`config.mk`:
```
export PLATFORM = sky130hd
export DESIGN_NAME = i2c_master_byte_engine
export DESIGN_NICKNAME = d
export VERILOG_FILES = /design/src/rtl/core/i2cm_pkg.sv /design/src/rtl/core/i2cm_step.sv /design/src/rtl/core/i2c_master_byte_engine.sv
export SDC_FILE = /design/constraint.sdc
export NUM_CORES = 1
export LEC_CHECK = 0
export BUFFER_PORTS_ARGS = -buffer_cell sky130_fd_sc_hd__buf_2
export CORE_AREA = 3 3 94 96
export DETAILED_ROUTE_END_ITERATION = 10
export DIE_AREA = 0 0 97 99
export HOLD_SLACK_MARGIN = 0.05
export PLACE_DENSITY = 0.78
export SLEW_MARGIN = 20
export SYNTH_ARGS = -nofsm -noshare
export SYNTH_HDL_FRONTEND = slang
export SYNTH_HIERARCHICAL = 1
export SYNTH_SLANG_ARGS = --single-unit
```
`constraint.sdc`:
```
create_clock -name clk -period 7.7 [get_ports clk]
set_clock_uncertainty 0.2 [all_clocks]
set_input_delay 0.385 -clock clk [delete_from_list [all_inputs] [get_ports clk]]
set_output_delay 0.385 -clock clk [all_outputs]
set_load 0.01 [all_outputs]
```
`src/rtl/core/i2cm_pkg.sv`:
```
// i2cm_pkg: shared types and constants for the i2c master byte engine
// no dependencies; used by i2cm_step and i2c_master_byte_engine

package i2cm_pkg;

    localparam int DELAY_W = 16;
    localparam int BYTE_W = 8;
    localparam int BIT_W = 4;

    localparam logic [DELAY_W-1:0] DELAY_RESET = 16'd20;
    localparam logic [BIT_W-1:0] BITS_PER_BYTE = 4'd8;

    typedef enum logic [2:0] {
        KIND_IDLE  = 3'd0,
        KIND_START = 3'd1,
        KIND_STOP  = 3'd2,
        KIND_WRITE = 3'd3,
        KIND_READ  = 3'd4
    } kind_t;

    typedef enum logic [2:0] {
        PH_FIRST  = 3'd0,
        PH_SECOND = 3'd1,
        PH_THIRD  = 3'd2,
        PH_FOURTH = 3'd3,
        PH_FIFTH  = 3'd4
    } phase_t;

    typedef struct packed {
        kind_t               kind;
        phase_t              phase;
        logic [BIT_W-1:0]    bit_index;
        logic [DELAY_W-1:0]  wait_count;
        logic [BYTE_W-1:0]   shift_byte;
        logic                ack_choice;
        logic                ack_flag;
        logic                scl_level;
        logic                sda_level;
        logic [BYTE_W-1:0]   read_result;
    } eng_state_t;

endpackage

```
`src/rtl/core/i2cm_step.sv`:
```
// i2cm_step: one tick of the byte sequencer, pure combinational
// depends on i2cm_pkg for the state struct and command codes

module i2cm_step (
    input  i2cm_pkg::eng_state_t          cur,
    input  logic [i2cm_pkg::DELAY_W-1:0]  delay_ticks,
    input  logic [2:0]                    mode,
    input  logic [i2cm_pkg::BYTE_W-1:0]   write_data,
    input  logic                          ack_to_send,
    input  logic                          sda_in,
    output i2cm_pkg::eng_state_t          nxt,
    output logic                          finished
);

    logic [i2cm_pkg::DELAY_W-1:0] delay_eff;
    logic                         run;

    assign delay_eff = (delay_ticks == '0) ? i2cm_pkg::DELAY_W'(1) : delay_ticks;

    always_comb
    begin
        logic [i2cm_pkg::BYTE_W-1:0] shifted;
        logic [i2cm_pkg::BIT_W-1:0]  bit_inc;

        nxt = cur;
        finished = 1'b0;
        run = 1'b0;
        shifted = '0;
        bit_inc = '0;

        if (cur.kind == i2cm_pkg::KIND_IDLE)
        begin
            if (mode inside {[i2cm_pkg::KIND_START:i2cm_pkg::KIND_READ]})
            begin
                nxt.kind = i2cm_pkg::kind_t'(mode);
                nxt.phase = i2cm_pkg::PH_FIRST;
                nxt.bit_index = '0;
                nxt.shift_byte = (mode == i2cm_pkg::KIND_WRITE) ? write_data : '0;
                nxt.ack_choice = ack_to_send;
                run = 1'b1;
            end
        end
        else
        begin
            nxt.wait_count = cur.wait_count - 1'b1;
            run = (cur.wait_count == i2cm_pkg::DELAY_W'(1));
        end

        if (run)
        begin
            shifted = {nxt.shift_byte[i2cm_pkg::BYTE_W-2:0], 1'b0};
            bit_inc = nxt.bit_index + 1'b1;
            nxt.wait_count = delay_eff;
            case (nxt.kind)
                i2cm_pkg::KIND_START:
                begin
                    case (nxt.phase)
                        i2cm_pkg::PH_FIRST:
                        begin
                            nxt.sda_level = 1'b1;
                            nxt.scl_level = 1'b1;
                            nxt.phase = i2cm_pkg::PH_SECOND;
                        end
                        i2cm_pkg::PH_SECOND:
                        begin
                            nxt.sda_level = 1'b0;
                            nxt.phase = i2cm_pkg::PH_THIRD;
                        end
                        i2cm_pkg::PH_THIRD:
                        begin
                            nxt.scl_level = 1'b0;
                            nxt.phase = i2cm_pkg::PH_FOURTH;
                        end
                        default:
                            finished = 1'b1;
                    endcase
                end
                i2cm_pkg::KIND_STOP:
                begin
                    case (nxt.phase)
                        i2cm_pkg::PH_FIRST:
                        begin
                            nxt.sda_level = 1'b0;
                            nxt.scl_level = 1'b1;
                            nxt.phase = i2cm_pkg::PH_SECOND;
                        end
                        i2cm_pkg::PH_SECOND:
                        begin
                            nxt.sda_level = 1'b1;
                            nxt.phase = i2cm_pkg::PH_THIRD;
                        end
                        default:
                            finished = 1'b1;
                    endcase
                end
                i2cm_pkg::KIND_WRITE:
                begin
                    case (nxt.phase)
                        i2cm_pkg::PH_FIRST:
                        begin
                            nxt.sda_level = nxt.shift_byte[i2cm_pkg::BYTE_W-1];
                            nxt.phase = i2cm_pkg::PH_SECOND;
                        end
                        i2cm_pkg::PH_SECOND:
                        begin
                            nxt.scl_level = 1'b1;
                            nxt.phase = i2cm_pkg::PH_THIRD;
                        end
                        i2cm_pkg::PH_THIRD:
                        begin
                            nxt.scl_level = 1'b0;
                            nxt.shift_byte = shifted;
                            nxt.bit_index = bit_inc;
                            if (bit_inc < i2cm_pkg::BITS_PER_BYTE)
                            begin
                                nxt.sda_level = shifted[i2cm_pkg::BYTE_W-1];
                                nxt.phase = i2cm_pkg::PH_SECOND;
                            end
                            else
                            begin
                                nxt.sda_level = 1'b1;
                                nxt.phase = i2cm_pkg::PH_FOURTH;
                            end
                        end
                        i2cm_pkg::PH_FOURTH:
                        begin
                            nxt.scl_level = 1'b1;
                            nxt.phase = i2cm_pkg::PH_FIFTH;
                        end
                        default:
                        begin
                            nxt.ack_flag = sda_in;
                            nxt.scl_level = 1'b0;
                            finished = 1'b1;
                        end
                    endcase
                end
                i2cm_pkg::KIND_READ:
                begin
                    case (nxt.phase)
                        i2cm_pkg::PH_FIRST:
                        begin
                            nxt.sda_level = 1'b1;
                            nxt.scl_level = 1'b1;
                            nxt.phase = i2cm_pkg::PH_SECOND;
                        end
                        i2cm_pkg::PH_SECOND:
                        begin
                            nxt.shift_byte = {nxt.shift_byte[i2cm_pkg::BYTE_W-2:0], sda_in};
                            nxt.scl_level = 1'b0;
                            nxt.phase = i2cm_pkg::PH_THIRD;
                        end
                        i2cm_pkg::PH_THIRD:
                        begin
                            nxt.bit_index = bit_inc;
                            if (bit_inc < i2cm_pkg::BITS_PER_BYTE)
                            begin
                                nxt.scl_level = 1'b1;
                                nxt.phase = i2cm_pkg::PH_SECOND;
                            end
                            else
                            begin
                                nxt.sda_level = ~nxt.ack_choice;
                                nxt.phase = i2cm_pkg::PH_FOURTH;
                            end
                        end
                        i2cm_pkg::PH_FOURTH:
                        begin
                            nxt.scl_level = 1'b1;
                            nxt.phase = i2cm_pkg::PH_FIFTH;
                        end
                        default:
                        begin
                            nxt.scl_level = 1'b0;
                            nxt.sda_level = 1'b1;
                            nxt.read_result = nxt.shift_byte;
                            finished = 1'b1;
                        end
                    endcase
                end
                default:
                    finished = 1'b1;
            endcase

            if (finished)
            begin
                nxt.kind = i2cm_pkg::KIND_IDLE;
                nxt.phase = i2cm_pkg::PH_FIRST;
                nxt.wait_count = '0;
            end
        end
    end

endmodule

```
`src/rtl/core/i2c_master_byte_engine.sv`:
```
// i2c_master_byte_engine: tick-driven i2c master byte sequencer, top level
// depends on i2cm_pkg and i2cm_step
//
// channel  direction  handshake              payload
// in       sink       in_valid / in_ready    mode, write_data, ack_to_send, sda_in
// out      source     out_valid / out_ready  scl_release, sda_release, busy_res,
//                                            done_res, read_data, ack_seen
// cfg      sink       cfg_valid / cfg_ready  cfg_data (delay_ticks)
//
// one beat in, one beat out; a taken beat is held in the input register, then one
// sequencer step moves it into the result register, from which the result beat is
// offered; one beat per cycle is sustained while out_ready stays high
// reset releases both lines and loads a delay of 20 ticks
// a stall on out holds the input register and backs up in_ready; cfg_ready is always high

module i2c_master_byte_engine (
    input  logic                          clk,
    input  logic                          rst_n,
    input  logic                          in_valid,
    output logic                          in_ready,
    input  logic [2:0]                    mode,
    input  logic [i2cm_pkg::BYTE_W-1:0]   write_data,
    input  logic                          ack_to_send,
    input  logic                          sda_in,
    output logic                          out_valid,
    input  logic                          out_ready,
    output logic                          scl_release,
    output logic                          sda_release,
    output logic                          busy_res,
    output logic                          done_res,
    output logic [i2cm_pkg::BYTE_W-1:0]   read_data,
    output logic                          ack_seen,
    input  logic                          cfg_valid,
    output logic                          cfg_ready,
    input  logic [i2cm_pkg::DELAY_W-1:0]  cfg_data
);

    logic                          in_valid_reg;
    logic [2:0]                    mode_reg;
    logic [i2cm_pkg::BYTE_W-1:0]   write_data_reg;
    logic                          ack_to_send_reg;
    logic                          sda_in_reg;
    logic [i2cm_pkg::DELAY_W-1:0]  delay_reg;
    i2cm_pkg::eng_state_t          state_reg;
    i2cm_pkg::eng_state_t          state_next;
    logic                          finished;
    logic                          advance;
    logic                          out_valid_reg;
    logic                          done_reg;

    assign advance = in_valid_reg && (!out_valid_reg || out_ready);
    assign in_ready = !in_valid_reg || advance;
    assign cfg_ready = 1'b1;

    i2cm_step u_step (
        .cur         (state_reg),
        .delay_ticks (delay_reg),
        .mode        (mode_reg),
        .write_data  (write_data_reg),
        .ack_to_send (ack_to_send_reg),
        .sda_in      (sda_in_reg),
        .nxt         (state_next),
        .finished    (finished)
    );

    always_ff @(posedge clk or negedge rst_n)
    begin
        if (!rst_n)
        begin
            in_valid_reg <= 1'b0;
            out_valid_reg <= 1'b0;
            done_reg <= 1'b0;
            delay_reg <= i2cm_pkg::DELAY_RESET;
            state_reg <= '{
                kind:        i2cm_pkg::KIND_IDLE,
                phase:       i2cm_pkg::PH_FIRST,
                bit_index:   '0,
                wait_count:  '0,
                shift_byte:  '0,
                ack_choice:  1'b0,
                ack_flag:    1'b0,
                scl_level:   1'b1,
                sda_level:   1'b1,
                read_result: '0
            };
        end
        else
        begin
            if (cfg_valid)
            begin
                delay_reg <= cfg_data;
            end
            if (in_ready)
            begin
                in_valid_reg <= in_valid;
            end
            if (advance)
            begin
                state_reg <= state_next;
                done_reg <= finished;
                out_valid_reg <= 1'b1;
            end
            else if (out_ready)
            begin
                out_valid_reg <= 1'b0;
            end
        end
    end

    // input register payload
    always_ff @(posedge clk)
    begin
        if (in_valid && in_ready)
        begin
            mode_reg <= mode;
            write_data_reg <= write_data;
            ack_to_send_reg <= ack_to_send;
            sda_in_reg <= sda_in;
        end
    end

    assign out_valid = out_valid_reg;
    assign scl_release = state_reg.scl_level;
    assign sda_release = state_reg.sda_level;
    assign busy_res = (state_reg.kind != i2cm_pkg::KIND_IDLE);
    assign done_res = done_reg;
    assign read_data = state_reg.read_result;
    assign ack_seen = state_reg.ack_flag;

endmodule

```
==> results_dict.tcl, run 1 <==
set metrics [dict create \
    run_status "complete, no violations" \
    path_max_fanout 24 \
    worst_pin_slew_ps 821 \
    finalMaxSlewViolations 0 \
    synth_async_sr_flop_share_pct 83.3 \
    postSynthAreaPerCell_um2 11.3 \
    hpwl_um 6600 \
    yosysTopAreaCellShare_pct 32.5 \
    antenna_cells_inserted 0 \
    sw_frac_of_total_pct 37.8 \
    clkSinkCount 78 \
    post_synth_most_frequent_cells "sky130_fd_sc_hd__dfrtp_1, sky130_fd_sc_hd__mux2_2, sky130_fd_sc_hd__mux2_4" \
    yosys_warnings 6 \
    syn2layout_area_growth_pct 11.5 \
    cp_class "flip-flop to flip-flop" \
    setup_viol 0 \
    grt_max_degree 66 \
    finalWeightedCongestion 0.902 \
    cell_area_after_synthesis_mm2 0.00469 \
    upper_clock_frequency_limit_mhz 300 \
    initial_antenna_violation_count 0 \
    synth_sequential_area_ratio_pct 43.1 \
    final-hold-violation-count 0 \
    synth_enable_flop_cells 13 \
    syn_nets 454 \
    die-height_um 99 \
    drt_pass1_iterations 5 \
    nNetsFinal 496 \
    ir_worst_vdd_v 0.000132 \
    drt_first_iter_violations 402 \
    drt_drc_violations_left 0 \
    top_level_i_o_count 50 \
    cts_root_buf "sky130_fd_sc_hd__clkbuf_8" \
    worstHoldPathType "input port to flip-flop" \
    vias_per_cell 6.08 \
    synth_most_common_cell "sky130_fd_sc_hd__dfrtp_1" \
    rsz0062_at_grt "false" \
    dr_total_vias 3457 \
    fin_worst_hold_slack_ps 58.3 \
    finalSetupTns_ps 0 \
    yosys_register_bits 78 \
    overflow 0 \
    seq_power_share_pct 38.2 \
    post-synth-top-area-cell "sky130_fd_sc_hd__dfrtp_1" \
    post_cts_resize_count 0 \
    pwr-share-clk_pct 20.0 \
    tritoncts "yes" \
    fin_crit_ps 3330 \
    cts_max_path_bufs 2 \
    cts_max_level 3 \
    grt_pass1_vias 3512 \
    worstPathRequired_ps 7790 \
    critical_path_arrival_ps 3420 \
    critical_path.startpoint_type "flip-flop" \
    start_util_pct 57.7 \
    layout_cells_sized_above_1_pct 32.3 \
    post-route-period-util_pct 43.2 \
    cts_made_buffers 9 \
    die_w_um 97 \
    netSwitchingPower_uw 634 \
    synth.top_cells.by_area "sky130_fd_sc_hd__dfrtp_1, sky130_fd_sc_hd__mux2_4, sky130_fd_sc_hd__edfxtp_1" \
    leakage_uw 0.00238 \
    clock_latency_ps 350 \
    worst_slew_margin_rel_pct 45.3 \
    drt-wirelength-per-cell_um 18.3 \
    p_int_uw 1040 \
    synth_ff_type "sky130_fd_sc_hd__dfrtp_1" \
    path_clk_slew_ps 90 \
    p_comb_share_pct 41.7 \
    synthesis.instances 417 \
    totalPowerFinal_uw 1680 \
    globalRouteTotalUtil_pct 22.2 \
    largest_reg_flops 35 \
    core_mm2 0.00813 \
    wl_um 10400 \
    postRouteAntennaNets 0 \
    io_buffers 48 \
    max-cap-violations 0 \
    synth_cell_type_count 67 \
    die_area_mm2 0.00960 \
    core.rowCount 33 \
    cts_setup_buffers 0 \
    pwr_density_cell_mw_per_mm2 321 \
    grt_first_pass_wirelength_um 17300 \
    critical_path.endpoint_type "flip-flop" \
    n_fill_cell 626 \
]
==> cell type report <==
cell class,count,area [um^2],area share [%]
tap,105,131,2.51
timing repair buffer,68,433,8.27
multi-input combinational,292,2390,45.7
sequential,78,2020,38.6
clock inverter,5,63.8,1.22
clock buffer,11,153,2.92
inverter,10,37.5,0.717
==> timing repair <==
item	in CTS	in global routing
hold buffers	17	0
hold endpoints to repair	45	0
endpoints found under the setup margin	0	0
==> stage by stage <==
step | setup WS [ps] | instance area (um^2) | cells | utilization [%]
after CTS | 4400 | 5230 | 569 | 64.3
after global placement | 4510 | 4850 | 536 | 59.6
final | 4370 | 5230 | 569 | 64.3
after global routing | 4070 | 5230 | 569 | 64.3
after floorplan | 4940 | 4690 | 417 | -
after detailed placement | 4450 | 4850 | 536 | 59.6
==> critical path, stage by stage (launching register included) <==
cell and delay (ps):
sky130_fd_sc_hd__edfxtp_1 530, sky130_fd_sc_hd__o21ai_0 480, sky130_fd_sc_hd__nand3_2 420, sky130_fd_sc_hd__o21a_2 440
sky130_fd_sc_hd__nor2b_2 210, sky130_fd_sc_hd__and2_1 580, sky130_fd_sc_hd__a22o_1 270, sky130_fd_sc_hd__mux2_4 140
==> per-layer routing <==
layer	vias up	GRT usage [%]	routed length [um]
met1	1708	28.6	4590
met3	22	3.89	526
met2	123	38.1	5090
met5	-	0	0
met4	0	7.45	197
li1	1604	-	-
==> kinds of logic (layout without fill, tap and decap cells) <==
| kind of cell | after synthesis | in the layout | synth area share (%) |
|---|---|---|---|
| xor+xnor | 20 | 20 | 3.73 |
| mux | 73 | 73 | 20.1 |
| simple gates | 113 | 113 | 13.9 |
| buf+inv | 47 | 94 | 5.97 |
| flops | 78 | 78 | 43.1 |
| fa+ha+maj | 3 | 3 | 0.800 |
| compound gates | 82 | 82 | 12.3 |
| other cells | 1 | 1 | 0.0799 |
==> power by group through the flow <==
stage | combinational, uW | sequential (uW) | clock [uW]
after detailed placement | 681 | 642 | 0
after CTS | 692 | 638 | 339
final | 701 | 642 | 336
after global routing | 767 | 659 | 359
after global placement | 659 | 639 | 0
after floorplan | 593 | 588 | 0
==> placed cells by master, fill, tap and decap left out, drive strengths merged, types with 11 or more instances in the layout <==
| cell | n |
|---|---|
| clkbuf | 11 |
| o21ai | 24 |
| buf | 51 |
| mux2 | 70 |
| a22o | 22 |
| inv | 11 |
| nor2 | 22 |
| nand2 | 27 |
| xor2 | 13 |
| dfrtp | 61 |
| edfxtp | 13 |
| dlygate4sd3 | 17 |
==> worst paths after layout <==
| check | from | end | slack [ps] | depth (start not counted) |
|---|---|---|---|---|
| hold / removal | cfg_data[9] | delay_reg[9] | 60 | 2 |
| min in group asynchronous | rst_n | delay_reg[9] | 540 | 3 |
| setup reg to reg | mode_reg[1] | state_reg[20] | 4370 | 7 |
| hold reg to reg | done_res | done_res | 310 | 1 |
| max in group asynchronous | rst_n | state_reg[39] | 6220 | 3 |
| setup / recovery | mode_reg[1] | state_reg[20] | 4370 | 7 |
No activity file was read; power rests on OpenSTA's default activity.
==> run 2, diff against run 1 <==
- CORE_AREA: 3 3 94 96 -> 3 3 98 100
- DIE_AREA: 0 0 97 99 -> 0 0 101 103
- PLACE_DENSITY: 0.78 -> 0.75
- clock period: 7.7 -> 2.7 ns (I/O delays scaled with it)
==> run 2 against run 1 <==
Net effect:
- the flow now finishes with violations (setup timing)
- hold slack improved by 43 ps
- sequential power increased to 2.7 times the previous value
- largest power group unchanged
- utilization increased by 2.3 points
==> results_dict.tcl, run 2 (synthesis gave the netlist of run 1 again) <==
set metrics [dict create \
    final_util_pct 66.6 \
    ir_worst_vdd_v 0.000402 \
    grt_max_degree 39 \
    overflow 0 \
    final_design_area_no_fill_mm2 0.00584 \
    grt_pass1_vias 3771 \
    placement.cell_area_mm2 0.00520 \
    critical_path.reg2reg.endpoint "state_reg[15]" \
    setup_viol 2 \
    worstSetupStartpoint "state_reg[33]" \
    critical_path.startpoint_type "flip-flop" \
    cts_made_buffers 9 \
    leakage_uw 0.00268 \
    finalSetupTns_ps -19.0 \
    drt-wirelength-per-cell_um 17.6 \
    rsz0062_at_grt "true" \
    core.rowCount 34 \
    path_clk_slew_ps 80 \
    drt_first_iter_violations 322 \
    die_area_mm2 0.0104 \
    critical_path_arrival_ps 2750 \
    endpoint "state_reg[15]" \
    critical_path.endpoint_type "flip-flop" \
    postRouteAntennaNets 0 \
    io_buffers 48 \
    pwr_density_cell_mw_per_mm2 905 \
    upper_clock_frequency_limit_mhz 369 \
    clock_latency_ps 350 \
    nNetsFinal 554 \
    antenna_cells_inserted 0 \
    reg2reg_slack_ps -10 \
    post-route-period-util_pct 100 \
    tritoncts "yes" \
    drt_drc_violations_left 0 \
    layout_cells_sized_above_1_pct 39.3 \
    layout.cells.most_common_list "sky130_fd_sc_hd__dfrtp_1, sky130_fd_sc_hd__buf_2, sky130_fd_sc_hd__buf_4" \
    critical_path.reg2reg.startpoint "state_reg[33]" \
    top_level_i_o_count 50 \
    max-cap-violations 0 \
    worst-r2r-cell-count 7 \
    syn2layout_area_growth_pct 24.5 \
    cts_max_level 3 \
    worst_slew_margin_rel_pct 53.9 \
    layout_setup_ws_ps -11.2 \
    largest_reg_flops 35 \
    dr_total_vias 3659 \
    worst_pin_slew_ps 692 \
    finalMaxSlewViolations 0 \
    core_mm2 0.00876 \
    wl_um 11100 \
    n_fill_cell 655 \
    grt_first_pass_wirelength_um 18500 \
    mostFrequentLayoutCell "sky130_fd_sc_hd__dfrtp_1" \
    run_status "finished, violations left" \
    path_max_fanout 5 \
    clkSinkCount 78 \
    vias_per_cell 5.81 \
    violated_checks "setup timing" \
    die-height_um 103 \
    drt_pass1_iterations 5 \
    cp_class "flip-flop to flip-flop" \
    worstPathRequired_ps 2740 \
    setup_slack_after_placement_ps -53.6 \
    worstHoldPathType "input port to flip-flop" \
    cts_max_path_bufs 2 \
    final-hold-violation-count 0 \
    hpwl_um 7610 \
    start_util_pct 53.5 \
    initial_antenna_violation_count 0 \
    fin_crit_ps 2710 \
    finalWeightedCongestion 0.890 \
    die_w_um 101 \
    cts_root_buf "sky130_fd_sc_hd__clkbuf_8" \
    globalRouteTotalUtil_pct 22.7 \
]
==> run 2: cell types whose count changed in the layout (fill, tap and decap cells not counted), moves of 2 or more <==
cell / previous run / this run
sky130_fd_sc_hd__nor2_1: 21 / 19
sky130_fd_sc_hd__buf_4: 3 / 40
sky130_fd_sc_hd__dlygate4sd3_1: 17 / 33
sky130_fd_sc_hd__nor3b_2: 0 / 2
sky130_fd_sc_hd__buf_12: 0 / 4
sky130_fd_sc_hd__clkinv_2: 0 / 2
sky130_fd_sc_hd__nor3b_1: 3 / 1
sky130_fd_sc_hd__nor2_2: 1 / 3
==> run 2: layout make-up <==
type / instances / area [um^2] / area share [%]
Multi-Input combinational cell: 292 / 2470 / 42.3
Clock inverter: 6 / 86.3 / 1.48
Tap cell: 108 / 135 / 2.31
Sequential cell: 78 / 2020 / 34.6
Timing Repair Buffer: 126 / 962 / 16.5
Inverter: 10 / 37.5 / 0.643
Clock buffer: 10 / 128 / 2.19
==> run 2: stage by stage <==
stage / instances / power [uW] / hold WS (ps)
3_5_place_dp: 579 / 4160 / 14.1
6_report: 630 / 5280 / 101
5_1_grt: 630 / 5600 / 101
4_1_cts: 628 / 5180 / 72.8
2_1_floorplan: 417 / 3370 / -361
3_3_place_gp: 579 / 4080 / 17.7
==> run 2: worst min path at each step <==
stage	from	cells after the start	end	slack [ps]
5_1_grt	cfg_valid	2	delay_reg[11]	100
3_5_place_dp	rst_n	1	delay_reg[1]	10
3_3_place_gp	rst_n	1	delay_reg[1]	20
6_report	cfg_valid	2	delay_reg[13]	100
2_1_floorplan	rst_n	0	ack_seen	-360
4_1_cts	cfg_valid	2	delay_reg[12]	70
==> run 2: power breakdown <==
| part | internal (uW) | switching (uW) | leakage, uW |
|---|---|---|---|
| Sequential | 1470 | 243 | 0.000944 |
| Clock | 519 | 437 | 0.000106 |
| Combinational | 1370 | 1240 | 0.00163 |
| Total | 3360 | 1920 | 0.00268 |
==> run 2: worst max-delay path, cell delays in order, from the launching register on <==
cell                       delay [ps]
sky130_fd_sc_hd__dfrtp_2          460
sky130_fd_sc_hd__nor4_4           360
sky130_fd_sc_hd__buf_4            180
sky130_fd_sc_hd__nand4b_1         170
sky130_fd_sc_hd__o21a_4           290
sky130_fd_sc_hd__nor3_4           340
sky130_fd_sc_hd__mux2_4           340
sky130_fd_sc_hd__mux2_4           270
==> run 2: what timing repair did <==
| action | in CTS | in global routing |
|---|---|---|
| hold endpoints to repair | 58 | 0 |
| hold buffers | 33 | 0 |
| setup endpoints to repair | 22 | 42 |
| setup buffers | 0 | 2 |
| pin swaps | 1 | 6 |
| resized for setup | 2 | 16 |
==> run 2: layer usage <==
layer	routed length [um]	global-route usage, %	vias to the layer above
li1	-	-	1715
met1	4650	29.5	1789
met2	5660	39.1	133
met3	624	3.86	22
met4	184	6.44	0
met5	0	0	-
==> run 3, diff against run 2 <==
- PLACE_DENSITY: 0.75 -> default
- PLACE_DENSITY_LB_ADDON: default -> 0.12
==> run 3 against run 2 <==
Net effect:
- the flow still finishes with violations (setup timing)
- non-clock buffer count rose by 5
- cell area fell by 0.99%
- sequential cell count did not move
- utilization fell by 0.66 points
- setup slack got worse by 6.3 ps
- count of clock-buffer cells in the layout did not move
- clock power fell by 12%
- sequential share of layout area rose by 0.32 points
- register-to-register slack barely moved
- hold slack got worse by 3.1 ps
- fmax fell by 0.23%
- via count fell by 0.14%
- largest power group unchanged
- highest routed layer unchanged
==> results_dict.tcl, run 3 (synthesis gave the netlist of run 1 again) <==
set metrics [dict create \
    met2_wirelength_um 5120 \
    nNetsFinal 559 \
    core.rowCount 34 \
    leakage_uw 0.00269 \
    worstPathRequired_ps 2730 \
    fin_worst_hold_slack_ps 98.3 \
    die-height_um 103 \
    syn2layout_area_growth_pct 23.2 \
    critical-path-top-delay-family "simple AND/OR/NAND/NOR gates" \
    io_buffers 48 \
    seq_power_share_pct 32.9 \
    worst_path_max_delay_cell "sky130_fd_sc_hd__edfxtp_1" \
    largest_reg_flops 35 \
    layout_cells_sized_above_1_pct 38.3 \
    max-cap-violations 0 \
    drt-met1-wl_um 4970 \
    grt_pass1_vias 3567 \
    worstHoldPathType "input port to flip-flop" \
    critical_path_arrival_ps 2750 \
    finalMaxSlewViolations 0 \
    critical_path.startpoint_type "flip-flop" \
    postRouteAntennaNets 0 \
    totalPowerFinal_uw 5110 \
    final_design_area_no_fill_mm2 0.00578 \
    worst_slew_margin_rel_pct 44.8 \
    placement.cell_area_mm2 0.00520 \
    vias_per_cell 5.75 \
    clock_latency_ps 350 \
    globalRouteTotalUtil_pct 21.6 \
    mostFrequentLayoutCell "sky130_fd_sc_hd__dfrtp_1" \
    overflow 0 \
    highest-signal-layer "met4" \
    layout.area.seq_mm2 0.00202 \
    most_prevalent_standard_cell_on_the_critical_path "sky130_fd_sc_hd__mux2_4" \
    drt_pass1_iterations 5 \
    antenna_cells_inserted 0 \
    finalWeightedCongestion 0.865 \
    grt_first_pass_wirelength_um 17700 \
    setup_viol 3 \
    drt-wirelength-per-cell_um 16.8 \
    ir_worst_vdd_v 0.000380 \
    die_w_um 101 \
    path_cells "buf_6 -> or3_4 -> a311oi_2 -> nor2_1 -> a2bb2oi_2 -> nor3_4 -> mux2_4 -> mux2_4" \
    rsz0062_at_grt "true" \
    drt_drc_violations_left 0 \
    cts_made_buffers 9 \
    setup_slack_after_placement_ps 47.7 \
    sw_frac_of_total_pct 36.9 \
    violated_checks "setup timing" \
    dr_wl_met3_um 374 \
    cts_max_level 3 \
    cts_root_buf "sky130_fd_sc_hd__clkbuf_8" \
    p_comb_share_pct 50.6 \
    layout_setup_ws_ps -17.5 \
    slowest_delay_ps 420 \
    grt_max_degree 66 \
    n_fill_cell 682 \
    start_util_pct 53.5 \
    post-route-period-util_pct 101 \
    hpwl_um 7290 \
    run_status "finished, violations left" \
    area_of_the_multi_input_gates_mm2 0.00242 \
    layout.cells.most_common_list "sky130_fd_sc_hd__dfrtp_1, sky130_fd_sc_hd__buf_2, sky130_fd_sc_hd__buf_4, sky130_fd_sc_hd__mux2_4, sky130_fd_sc_hd__dlygate4sd3_1" \
    wl_um 10700 \
    netSwitchingPower_uw 1880 \
    die_area_mm2 0.0104 \
    final-hold-violation-count 0 \
    core_mm2 0.00876 \
    cts_max_path_bufs 2 \
    pwr-share-clk_pct 16.5 \
    p_int_uw 3220 \
    path_max_fanout 5 \
    critical_path.endpoint_type "flip-flop" \
    crit_buf_inv 1 \
    cp_class "flip-flop to flip-flop" \
    dr_total_vias 3654 \
    top_level_i_o_count 50 \
    clkSinkCount 78 \
    initial_antenna_violation_count 0 \
    drt_first_iter_violations 163 \
    fin_crit_ps 2720 \
    tritoncts "yes" \
    upper_clock_frequency_limit_mhz 368 \
    path_clk_slew_ps 90 \
    pwr_density_cell_mw_per_mm2 883 \
    worst_pin_slew_ps 828 \
]
[run 3: cell count changes in the layout (fill, tap and decap cells not counted), sizes merged]
cell / delta
inv: +2
buf: +5
bufinv: -2
[run 3: power groups by stage]
stage                     sequential [uW]  combinational (uW)  clock, uW
after global routing                 1720                2800        918
after CTS                            1680                2510        864
final                                1680                2580        844
after detailed placement             1700                2460          0
after global placement               1690                2410          0
after floorplan                      1680                1690          0
[run 3: path summary, 6_finish.rpt]
kind / start / to / slack [ps] / cells after the start
worst max-delay path: mode_reg[0] / state_reg[14] / -20 / 8
min in group asynchronous: rst_n / delay_reg[9] / 300 / 3
worst min register to register: done_res / done_res / 310 / 1
max in group asynchronous: rst_n / read_data[5] / 1450 / 3
worst min-delay path: cfg_valid / delay_reg[15] / 100 / 2
worst max register to register: mode_reg[0] / state_reg[14] / -20 / 8
[run 3: final cells by class]
cell class,instances,area share [%]
clock buffers,10,2.58
inverters,10,0.649
repair buffers,131,16.9
well taps,108,2.34
flip-flops and latches,78,35.0
multi-input cells,292,41.8
clock inverters,6,0.714
[run 3: timing repair]
item / CTS / global route
hold buffers: 33 / 0
resized for setup: 0 / 10
hold endpoints to repair: 92 / 0
buffers inserted: 0 / 3
endpoints found under the setup margin: 0 / 31
[run 3: metal layers]
metal,global-route usage (%),vias up
met5,0,-
met2,34.1,95
met1,30.4,1807
li1,-,1728
met4,7.67,0
met3,3.11,24
[run 3: per-stage QoR]
| stage | std cells | TNS, ps | utilization (%) |
|---|---|---|---|
| floorplan | 417 | -180 | - |
| global placement | 583 | 0 | 59.4 |
| detailed placement | 583 | 0 | 59.4 |
| CTS | 632 | 0 | 65.3 |
| global route | 635 | -609 | 66.0 |
| finish | 635 | -46.4 | 66.0 |
[run 3: worst register-to-register path, delay by kind of cell, from the launching register on]
| family | cells | cell delay (ps) |
|---|---|---|
| simple gates | 3 | 780 |
| mux | 2 | 590 |
| compound gates | 2 | 460 |
| flops | 1 | 420 |
| buf+inv | 1 | 140 |
